--- src/design/cbm_pkg.sv ---
`default_nettype none

package cbm_pkg;

    // Input item kinds
    localparam logic [1:0] KIND_WRITE  = 2'd0;
    localparam logic [1:0] KIND_TICK   = 2'd1;
    localparam logic [1:0] KIND_PRG_RD = 2'd2;
    localparam logic [1:0] KIND_CHR_RD = 2'd3;

    // Register pages (address bits 15..12)
    localparam logic [3:0] PAGE_PRG01  = 4'h8;
    localparam logic [3:0] PAGE_PRG2   = 4'h9;
    localparam logic [3:0] PAGE_CHR01  = 4'hA;
    localparam logic [3:0] PAGE_CHR23  = 4'hB;
    localparam logic [3:0] PAGE_CHR45  = 4'hC;
    localparam logic [3:0] PAGE_CHR67  = 4'hD;
    localparam logic [3:0] PAGE_RELOAD = 4'hE;
    localparam logic [3:0] PAGE_CTRL   = 4'hF;

    // Sub-addresses on the control page
    localparam logic [1:0] SUB_LOAD   = 2'd0;
    localparam logic [1:0] SUB_ENABLE = 2'd1;
    localparam logic [1:0] SUB_MIRROR = 2'd2;

    localparam int QDEPTH   = 4;
    localparam int QPTR_W   = $clog2(QDEPTH);
    localparam int QCOUNT_W = $clog2(QDEPTH + 1);

    localparam int COUNT_W = 18;

    typedef enum logic [3:0] {
        OP_NOP,
        OP_PRG_WR,
        OP_CHR_WR,
        OP_RELOAD_WR,
        OP_LOAD,
        OP_ENABLE,
        OP_MIRROR,
        OP_TICK,
        OP_PRG_RD,
        OP_CHR_RD
    } t_opcode;

    typedef struct packed {
        t_opcode     op;
        logic [2:0]  slot;
        logic        hi;
        logic [7:0]  data;
        logic [15:0] addr;
    } t_op;

endpackage

`default_nettype wire

--- src/design/cbm_front.sv ---
`default_nettype none

module cbm_front
    import cbm_pkg::*;
(
    input  wire logic        i_valid,
    input  wire logic        i_full,
    input  wire logic [1:0]  i_kind,
    input  wire logic [15:0] i_bus_address,
    input  wire logic [7:0]  i_bus_data,
    output logic             o_stall,
    output logic             o_push,
    output t_op              o_op
);

    logic [3:0] page;
    logic [1:0] sub;
    logic [3:0] chr_rel;

    assign page    = i_bus_address[15:12];
    assign sub     = i_bus_address[1:0];
    assign chr_rel = page - PAGE_CHR01;

    assign o_stall = i_full;
    assign o_push  = i_valid && !i_full;

    // Decode the register map once here so the back end only sees operations.
    always_comb begin
        o_op.op   = OP_NOP;
        o_op.slot = 3'd0;
        o_op.hi   = sub[0];
        o_op.data = i_bus_data;
        o_op.addr = i_bus_address;
        unique case (i_kind)
            KIND_TICK:   o_op.op = OP_TICK;
            KIND_PRG_RD: o_op.op = OP_PRG_RD;
            KIND_CHR_RD: o_op.op = OP_CHR_RD;
            KIND_WRITE: begin
                unique case (page)
                    PAGE_PRG01: begin
                        o_op.op   = OP_PRG_WR;
                        o_op.slot = {2'b00, sub[1]};
                    end
                    PAGE_PRG2: begin
                        if (!sub[1]) begin
                            o_op.op   = OP_PRG_WR;
                            o_op.slot = 3'd2;
                        end
                    end
                    PAGE_CHR01, PAGE_CHR23, PAGE_CHR45, PAGE_CHR67: begin
                        o_op.op   = OP_CHR_WR;
                        o_op.slot = {chr_rel[1:0], sub[1]};
                    end
                    PAGE_RELOAD: begin
                        o_op.op   = OP_RELOAD_WR;
                        o_op.slot = {1'b0, sub};
                    end
                    PAGE_CTRL: begin
                        unique case (sub)
                            SUB_LOAD:   o_op.op = OP_LOAD;
                            SUB_ENABLE: o_op.op = OP_ENABLE;
                            SUB_MIRROR: o_op.op = OP_MIRROR;
                            default:    o_op.op = OP_NOP;
                        endcase
                    end
                    default: o_op.op = OP_NOP;
                endcase
            end
            default: o_op.op = OP_NOP;
        endcase
    end

endmodule

`default_nettype wire

--- src/design/cbm_queue.sv ---
`default_nettype none

module cbm_queue
    import cbm_pkg::*;
(
    input  wire logic i_clk,
    input  wire logic i_rst_n,
    input  wire logic i_push,
    input  wire t_op  i_op,
    input  wire logic i_pop,
    output logic      o_full,
    output logic      o_empty,
    output t_op       o_op
);

    t_op                 r_mem [QDEPTH];
    logic [QPTR_W-1:0]   r_wr_ptr;
    logic [QPTR_W-1:0]   r_rd_ptr;
    logic [QCOUNT_W-1:0] r_count;
    logic [QCOUNT_W-1:0] n_count;

    assign o_full  = (r_count == QCOUNT_W'(QDEPTH));
    assign o_empty = (r_count == '0);
    assign o_op    = r_mem[r_rd_ptr];

    always_comb begin
        n_count = r_count;
        if (i_push && !i_pop) begin
            n_count = r_count + 1'b1;
        end else if (i_pop && !i_push) begin
            n_count = r_count - 1'b1;
        end
    end

    always_ff @(posedge i_clk) begin
        if (i_push) begin
            r_mem[r_wr_ptr] <= i_op;
        end
    end

    always_ff @(posedge i_clk) begin
        if (!i_rst_n) begin
            r_wr_ptr <= '0;
            r_rd_ptr <= '0;
            r_count  <= '0;
        end else begin
            if (i_push) begin
                r_wr_ptr <= r_wr_ptr + 1'b1;
            end
            if (i_pop) begin
                r_rd_ptr <= r_rd_ptr + 1'b1;
            end
            r_count <= n_count;
        end
    end

    a_count_bound: assert property (@(posedge i_clk) disable iff (!i_rst_n)
        r_count <= QCOUNT_W'(QDEPTH))
        else $error("queue occupancy beyond depth");

    a_no_pop_empty: assert property (@(posedge i_clk) disable iff (!i_rst_n)
        i_pop |-> !o_empty)
        else $error("pop from empty queue");

    a_no_push_full: assert property (@(posedge i_clk) disable iff (!i_rst_n)
        (i_push && !i_pop) |-> !o_full)
        else $error("push into full queue");

endmodule

`default_nettype wire

--- src/design/cbm_back.sv ---
`default_nettype none

module cbm_back
    import cbm_pkg::*;
#(
    parameter int CYCLES_PER_LINE = 113
) (
    input  wire logic   i_clk,
    input  wire logic   i_rst_n,
    input  wire logic   i_empty,
    input  wire t_op    i_op,
    input  wire logic   i_stall,
    output logic        o_pop,
    output logic        o_valid,
    output logic [20:0] o_rom_offset,
    output logic [1:0]  o_mirroring,
    output logic        o_irq_pulse
);

    localparam logic [COUNT_W-1:0] LINE_STEP = COUNT_W'(CYCLES_PER_LINE);
    localparam logic [7:0] FIXED_BANK = 8'hFF;

    logic [7:0]         r_prg [3];
    logic [7:0]         r_chr [8];
    logic [1:0]         r_mirror;
    logic               r_irq_en;
    logic [15:0]        r_reload;
    logic [15:0]        r_mask;
    logic [COUNT_W-1:0] r_count;

    logic [7:0]         n_prg [3];
    logic [7:0]         n_chr [8];
    logic [1:0]         n_mirror;
    logic               n_irq_en;
    logic [15:0]        n_reload;
    logic [15:0]        n_mask;
    logic [COUNT_W-1:0] n_count;
    logic [20:0]        n_offset;
    logic               n_irq;

    logic               r_out_valid;
    logic [20:0]        r_out_offset;
    logic               r_out_irq;

    logic [1:0]         window;
    logic [7:0]         prg_bank;
    logic               fired;

    function automatic logic [7:0] set_nibble(input logic [7:0] old, input logic hi,
                                              input logic [7:0] data);
        set_nibble = hi ? {data[3:0], old[3:0]} : {old[7:4], data[3:0]};
    endfunction

    assign o_pop        = !i_empty && (!r_out_valid || !i_stall);
    assign o_valid      = r_out_valid;
    assign o_rom_offset = r_out_offset;
    assign o_mirroring  = r_mirror;
    assign o_irq_pulse  = r_out_irq;

    assign window   = i_op.addr[14:13];
    assign prg_bank = (window == 2'd3) ? FIXED_BANK : r_prg[window];
    assign fired    = r_count[COUNT_W-1] || (r_count == '0);

    always_comb begin
        n_prg    = r_prg;
        n_chr    = r_chr;
        n_mirror = r_mirror;
        n_irq_en = r_irq_en;
        n_reload = r_reload;
        n_mask   = r_mask;
        n_count  = r_count;
        n_offset = '0;
        n_irq    = 1'b0;
        unique case (i_op.op)
            OP_PRG_WR: begin
                n_prg[i_op.slot[1:0]] = set_nibble(r_prg[i_op.slot[1:0]], i_op.hi, i_op.data);
            end
            OP_CHR_WR: begin
                n_chr[i_op.slot] = set_nibble(r_chr[i_op.slot], i_op.hi, i_op.data);
            end
            OP_RELOAD_WR: begin
                n_reload[{i_op.slot[1:0], 2'b00} +: 4] = i_op.data[3:0];
            end
            OP_LOAD: begin
                n_count = {2'b00, r_reload & r_mask};
            end
            OP_ENABLE: begin
                n_irq_en = i_op.data[0];
                priority if (i_op.data[3]) n_mask = 16'h000F;
                else if (i_op.data[2])     n_mask = 16'h00FF;
                else if (i_op.data[1])     n_mask = 16'h0FFF;
                else                       n_mask = 16'hFFFF;
            end
            OP_MIRROR: begin
                n_mirror = i_op.data[1:0];
            end
            OP_TICK: begin
                if (r_irq_en) begin
                    n_irq   = fired;
                    n_count = (fired ? '0 : r_count) - LINE_STEP;
                end
            end
            OP_PRG_RD: begin
                if (i_op.addr[15]) begin
                    n_offset = {prg_bank, i_op.addr[12:0]};
                end
            end
            OP_CHR_RD: begin
                n_offset = {3'b000, r_chr[i_op.addr[12:10]], i_op.addr[9:0]};
            end
            default: begin
            end
        endcase
    end

    always_ff @(posedge i_clk) begin
        if (!i_rst_n) begin
            r_prg       <= '{default: '0};
            r_chr       <= '{default: '0};
            r_mirror    <= '0;
            r_irq_en    <= 1'b0;
            r_reload    <= '0;
            r_mask      <= '0;
            r_count     <= '0;
            r_out_valid <= 1'b0;
        end else begin
            if (o_pop) begin
                r_prg    <= n_prg;
                r_chr    <= n_chr;
                r_mirror <= n_mirror;
                r_irq_en <= n_irq_en;
                r_reload <= n_reload;
                r_mask   <= n_mask;
                r_count  <= n_count;
                r_out_valid <= 1'b1;
            end else if (!i_stall) begin
                r_out_valid <= 1'b0;
            end
        end
    end

    always_ff @(posedge i_clk) begin
        if (o_pop) begin
            r_out_offset <= n_offset;
            r_out_irq    <= n_irq;
        end
    end

    a_irq_needs_enable: assert property (@(posedge i_clk) disable iff (!i_rst_n)
        (r_out_valid && r_out_irq) |-> r_irq_en)
        else $error("interrupt reported while disabled");

    a_irq_no_offset: assert property (@(posedge i_clk) disable iff (!i_rst_n)
        (r_out_valid && r_out_irq) |-> (r_out_offset == '0))
        else $error("interrupt result carries an offset");

    a_hold_disabled: assert property (@(posedge i_clk) disable iff (!i_rst_n)
        (o_pop && !r_irq_en && i_op.op == OP_TICK) |=> $stable(r_count))
        else $error("counter moved while disabled");

endmodule

`default_nettype wire

--- src/design/cartridge_bank_mapper_scanline_irq.sv ---
// An accepted transaction is queued, then executed by the back end into its output register.
// Throughput: one transaction per cycle while the output is not stalled.
// A four-entry command queue lets the input keep accepting while the output is stalled.
// Reset (synchronous, active low) clears all bank, counter and mode registers to zero,
// empties the queue and drops the output valid.
`default_nettype none

module cartridge_bank_mapper_scanline_irq
    import cbm_pkg::*;
#(
    parameter int CYCLES_PER_LINE = 113
) (
    input  wire logic        i_clk,
    input  wire logic        i_rst_n,
    input  wire logic        i_valid,
    output logic             o_stall,
    input  wire logic [1:0]  i_kind,
    input  wire logic [15:0] i_bus_address,
    input  wire logic [7:0]  i_bus_data,
    output logic             o_valid,
    input  wire logic        i_stall,
    output logic [20:0]      o_rom_offset,
    output logic [1:0]       o_mirroring,
    output logic             o_irq_pulse
);

    // The front end turns each incoming transaction into a decoded operation.
    // Register writes are classified by page and sub-address so that the back
    // end never has to look at the raw register map.
    logic push;
    logic pop;
    logic full;
    logic empty;
    t_op  front_op;
    t_op  head_op;

    cbm_front u_front (
        .i_valid       (i_valid),
        .i_full        (full),
        .i_kind        (i_kind),
        .i_bus_address (i_bus_address),
        .i_bus_data    (i_bus_data),
        .o_stall       (o_stall),
        .o_push        (push),
        .o_op          (front_op)
    );

    // The queue decouples the two halves: the input side stalls only once it
    // is full, and the output side may hold a result without blocking entry.
    cbm_queue u_queue (
        .i_clk   (i_clk),
        .i_rst_n (i_rst_n),
        .i_push  (push),
        .i_op    (front_op),
        .i_pop   (pop),
        .o_full  (full),
        .o_empty (empty),
        .o_op    (head_op)
    );

    // The back end holds all mapper state and executes operations strictly in
    // order, one per cycle, whenever its output register is free or being
    // emptied in the same cycle.
    cbm_back #(
        .CYCLES_PER_LINE (CYCLES_PER_LINE)
    ) u_back (
        .i_clk        (i_clk),
        .i_rst_n      (i_rst_n),
        .i_empty      (empty),
        .i_op         (head_op),
        .i_stall      (i_stall),
        .o_pop        (pop),
        .o_valid      (o_valid),
        .o_rom_offset (o_rom_offset),
        .o_mirroring  (o_mirroring),
        .o_irq_pulse  (o_irq_pulse)
    );

endmodule

`default_nettype wire
--- config.mk ---
export PLATFORM = sky130hd
export DESIGN_NAME = cartridge_bank_mapper_scanline_irq
export DESIGN_NICKNAME = d
export VERILOG_FILES = /design/src/design/cbm_pkg.sv /design/src/design/cbm_front.sv /design/src/design/cbm_queue.sv /design/src/design/cbm_back.sv /design/src/design/cartridge_bank_mapper_scanline_irq.sv
export SDC_FILE = /design/constraint.sdc
export NUM_CORES = 1
export LEC_CHECK = 0
export BUFFER_PORTS_ARGS = -buffer_cell sky130_fd_sc_hd__buf_2
export CAP_MARGIN = 20
export CORE_MARGIN = 5
export CORE_UTILIZATION = 35
export CTS_BUF_LIST = sky130_fd_sc_hd__clkbuf_4 sky130_fd_sc_hd__clkbuf_8 sky130_fd_sc_hd__clkbuf_16
export CTS_CLUSTER_DIAMETER = 30
export DETAILED_ROUTE_END_ITERATION = 8
export HOLD_SLACK_MARGIN = 0.03
export SYNTH_ARGS = -nofsm -noshare
export SYNTH_HDL_FRONTEND = slang
export SYNTH_SLANG_ARGS = --single-unit
--- constraint.sdc ---
create_clock -name i_clk -period 2.7 [get_ports i_clk]
set_input_delay 0 -clock i_clk [delete_from_list [all_inputs] [get_ports i_clk]]
set_output_delay 0 -clock i_clk [all_outputs]
set_load 0.01 [all_outputs]
==> summary.md <==
| Metric | Value |
|---|---|
| Comb pwr share | `0.286` |
| Status | `finished clean` |
| Commonest register cell after synthesis | `dfxtp_1` |
| Pin count of the biggest net entering global routing | `88` |
| Area of the multi-input gates | `about 0.0053 mm^2` |
| Worst path required time | `about 3.1 ns` |
| Peak supply drop | `roughly 0.65 mV` |
| Die height | `between 150 and 200 um` |
| Rows | `68` |
| DRC violation total after the first TritonRoute iteration | `between 500 and 600` |
| Sequential cell area | `roughly 0.0067 mm^2` |
| IO Pins | `between 50 and 60` |
| Net Sw Frac | `0.325` |
| CP Buf/Inv Count | `2` |
| Initial Util | `0.355` |
| Vias in the first global route | `about 9.0k` |
| Crit share post-route | `0.965` |
| Fin Hold WS | `around 0.20 ns` |
| Share of layout cells above drive strength 1 | `0.254` |
| Max incr delay on CP | `roughly 0.70 ns` |
| P&R area growth vs syn | `25.5%` |
| Tightest Pin Transition | `1.09 ns` |
| Max-slew headroom | `0.270` |
| Critical Path, Cell by Cell | `mux4_2 > buf_4 > nand2b_1 > buf_4 > o21ai_0 > a221oi_4 > o22ai_1` |
| Core area | `0.0347 mm^2` |
| CP Data Arrival Time | `a little over 3 ns` |
| Detailed Place HPWL | `between 15,000 and 20,000 um` |
| Clk sinks | `between 200 and 300` |
| Leading area contributor after synthesis | `edfxtp_1` |
| Fmax | `384 MHz` |
| Mean post-synth cell area | `12.0 um^2` |
| Min cycle time layout | `2.61 ns` |
| Num CTS Buffers | `53` |
| Sequential-to-total area share from yosys stat | `0.542` |
| Largest cells by area after synthesis | `edfxtp_1, dfxtp_1, mux4_2` |
| Final setup margin | `roughly 0.095 ns` |
| Clk pwr share | `0.409` |
| Synthesized area | `around 0.012 mm^2` |
| Delay-heaviest family, CP | `multiplexers` |
| Adder-cell share of the synthesized area | `0.0148` |
| Via Count | `8,991` |
| Power per Cell Area | `roughly 1100 mW/mm^2` |
| Yosys top cell area share | `0.316` |
| Sum Neg Setup Slack | `0 ns` |
| Max Cap Viol | `0` |
| Post-synthesis simple-gate area fraction | `0.126` |
| Fraction of registers with async set/reset | `0` |
| CTS H-Tree Depth | `2` |
| Reg power frac | `0.305` |
| Critical path's slowest cell | `mux4_2` |
| Worst-Skew Late Latency | `between 0.5 and 0.6 ns` |
| Initial DRT Pass Iterations | `5` |
| Die ar. | `just under 0.04 mm^2` |
| Die X | `approximately 200 um` |
| Setup clock skew after layout | `approximately 0.014 ns` |
| Multiplexer share of the synthesized area | `0.137` |
| Synth unique cells | `slightly above 70` |
| DP Cell Count | `~1.5k` |
| Maximum root-to-sink buffer count | `3` |
| Dpl ws | `between 0.08 and 0.09 ns` |
| Yosys reg bits | `between 200 and 300` |
| Nets | `1,191` |
| Syn Inst Count | `about 1.0k` |
| Hold WC Path Type | `in -> reg` |
| Fin. max-slew vios | `0` |
| Leakage | `around 5.6 nW` |
| CTS tree | `yes` |
| Initial antenna violation count | `0` |
| Net switching power | `5.32 mW` |
| RSZ-0062 raised after global routing | `no` |
| Routed Antenna Nets | `0` |
| Post-synthesis compound-gate area fraction | `0.140` |
| Count leader, synth | `dfxtp_1` |
| Cell mode on critical path | `buf_4` |
| Largest family of logic cells by synthesized area | `compound AO/OA/AOI/OAI gates` |
| Fill count | `roughly 3.2k` |
| Crit path kind | `reg -> reg` |
| Final setup fails | `0` |
| Finished Layout Cells | `1,646` |
| Synthesis Warnings | `0` |
| XOR/XNOR share of the synthesized area | `0.00710` |
| DR WL/cell | `about 19 um` |
| Routed wire length | `about 31,000 um` |
| Final hold violation count | `0` |
| Diodes inserted | `0` |
| Synth Net Count | `1,071` |
| Global route total overflow | `0` |
| Routability cong. | `0.794` |
| Crit path max fanout | `13` |
| Tot GR Track Use | `0.158` |
| Startpoint Class | `flop` |
| Total internal power | `11.0 mW` |
| First-pass GRT wire length | `roughly 50,000 um` |
| Root Buffer | `clkbuf_16` |
| DR vias/cell | `roughly 5.5` |
| Port bufs | `51` |
| Post-synth EDFFs | `130` |
| DRC Markers | `0` |
| Clock transition at path regs | `roughly 0.05 ns` |
| Synth top cells by count | `dfxtp_1, edfxtp_1, nand3_1` |
| CP Capture Type | `flop` |
==> cell families after synthesis <==
kind of cell,Yosys count
and+or+nand+nor,294
DFF,269
AOI/OAI and AO/OA,241
muxes,110
buffers and inverters,89
adders and majority gates,14
xor gates and xnor gates,10
==> worst register-to-register path, delay by kind of cell, from the launching register on <==
kind | cells | cell delay (ns)
buf+inv | 2 | 0.46
simple gates | 1 | 0.25
compound gates | 3 | 0.69
mux | 1 | 0.70
flops | 1 | 0.37
==> path summary, 6_finish.rpt <==
path	from	to	slack, ns	cells after the start
worst max-delay path	flop	u_back.r_chr[60]$_SDFFE_PN0P_	0.09	7
worst min-delay path	i_bus_address[4]	u_queue.r_mem[3][4]$_DFFE_PP_	0.20	2
worst max register to register	flop	u_back.r_chr[60]$_SDFFE_PN0P_	0.09	7
worst min register to register	u_back.r_reload[7]$_SDFFE_PN0P_	u_back.r_reload[7]$_SDFFE_PN0P_	0.45	2
==> stage by stage <==
stage	total power [mW]	area (um^2)	util
4_1_cts	16.5	15400	0.445
6_report	16.4	15500	0.446
5_1_grt	17.1	15500	0.446
2_1_floorplan	8.13	12300	-
3_5_place_dp	9.68	13300	0.384
3_3_place_gp	9.61	13300	0.384
==> timing repair <==
| action | CTS | global route |
|---|---|---|
| gates resized for setup | 0 | 4 |
| hold buffers | 25 | 0 |
| endpoints found under the setup margin | 0 | 44 |
| hold endpoints to repair | 121 | 0 |
| setup buffers | 0 | 3 |
==> power groups by stage <==
stage	clock, mW	sequential, mW	combinational (mW)
6_report	6.68	5.00	4.67
5_1_grt	7.01	5.03	5.02
4_1_cts	6.79	5.00	4.66
3_5_place_dp	0	5.07	4.61
3_3_place_gp	0	5.06	4.55
2_1_floorplan	0	5.10	3.04
==> sequential cells by signal (all words and copies together) (netlist names), 2 cells and up, named ones only <==
name,cells
u_back.o_mirroring,2
u_back.o_rom_offset,21
u_back.r_chr,64
u_back.r_count,18
u_back.r_mask,4
u_back.r_prg,24
u_back.r_reload,16
u_queue.r_count,3
u_queue.r_mem,108
u_queue.r_rd_ptr,2
u_queue.r_wr_ptr,2
==> cells in the final DEF, fill, tap and decap left out, drive strengths merged, types with 6 or more instances in the layout <==
cell type,n
nand3b,6
nand2,71
o21ai,39
mux4,45
a21o,6
nor3,6
inv,28
dfxtp,139
o2bb2ai,24
nor2,42
a221o,7
ha,13
mux2,21
a21oi,42
a31oi,22
bufinv,7
and2,10
clkinv,18
or3,20
clkbuf,61
a221oi,7
edfxtp,130
nand3,72
nand2b,11
xnor2,6
o31ai,40
mux2i,44
nand4,12
dlygate4sd3,25
buf,109
o22ai,22
nor2b,16
==> final cells by class <==
| type | count | area share |
|---|---|---|
| Multi-Input combinational cell | 669 | 0.340 |
| Timing Repair Buffer | 134 | 0.0667 |
| Inverter | 20 | 0.00485 |
| Sequential cell | 269 | 0.432 |
| Clock buffer | 61 | 0.0915 |
| Clock inverter | 38 | 0.0288 |
| Tap cell | 455 | 0.0368 |
==> per-layer routing <==
layer / track usage / up-vias / part of all wire
met1: 0.217 / 4400 / 0.45
met5: 0 / - / 0
met3: 0.0271 / 55 / 0.053
li1: - / 4265 / -
met2: 0.256 / 271 / 0.47
met4: 0.0518 / 0 / 0.024
Power figures use the tool's default switching activity.
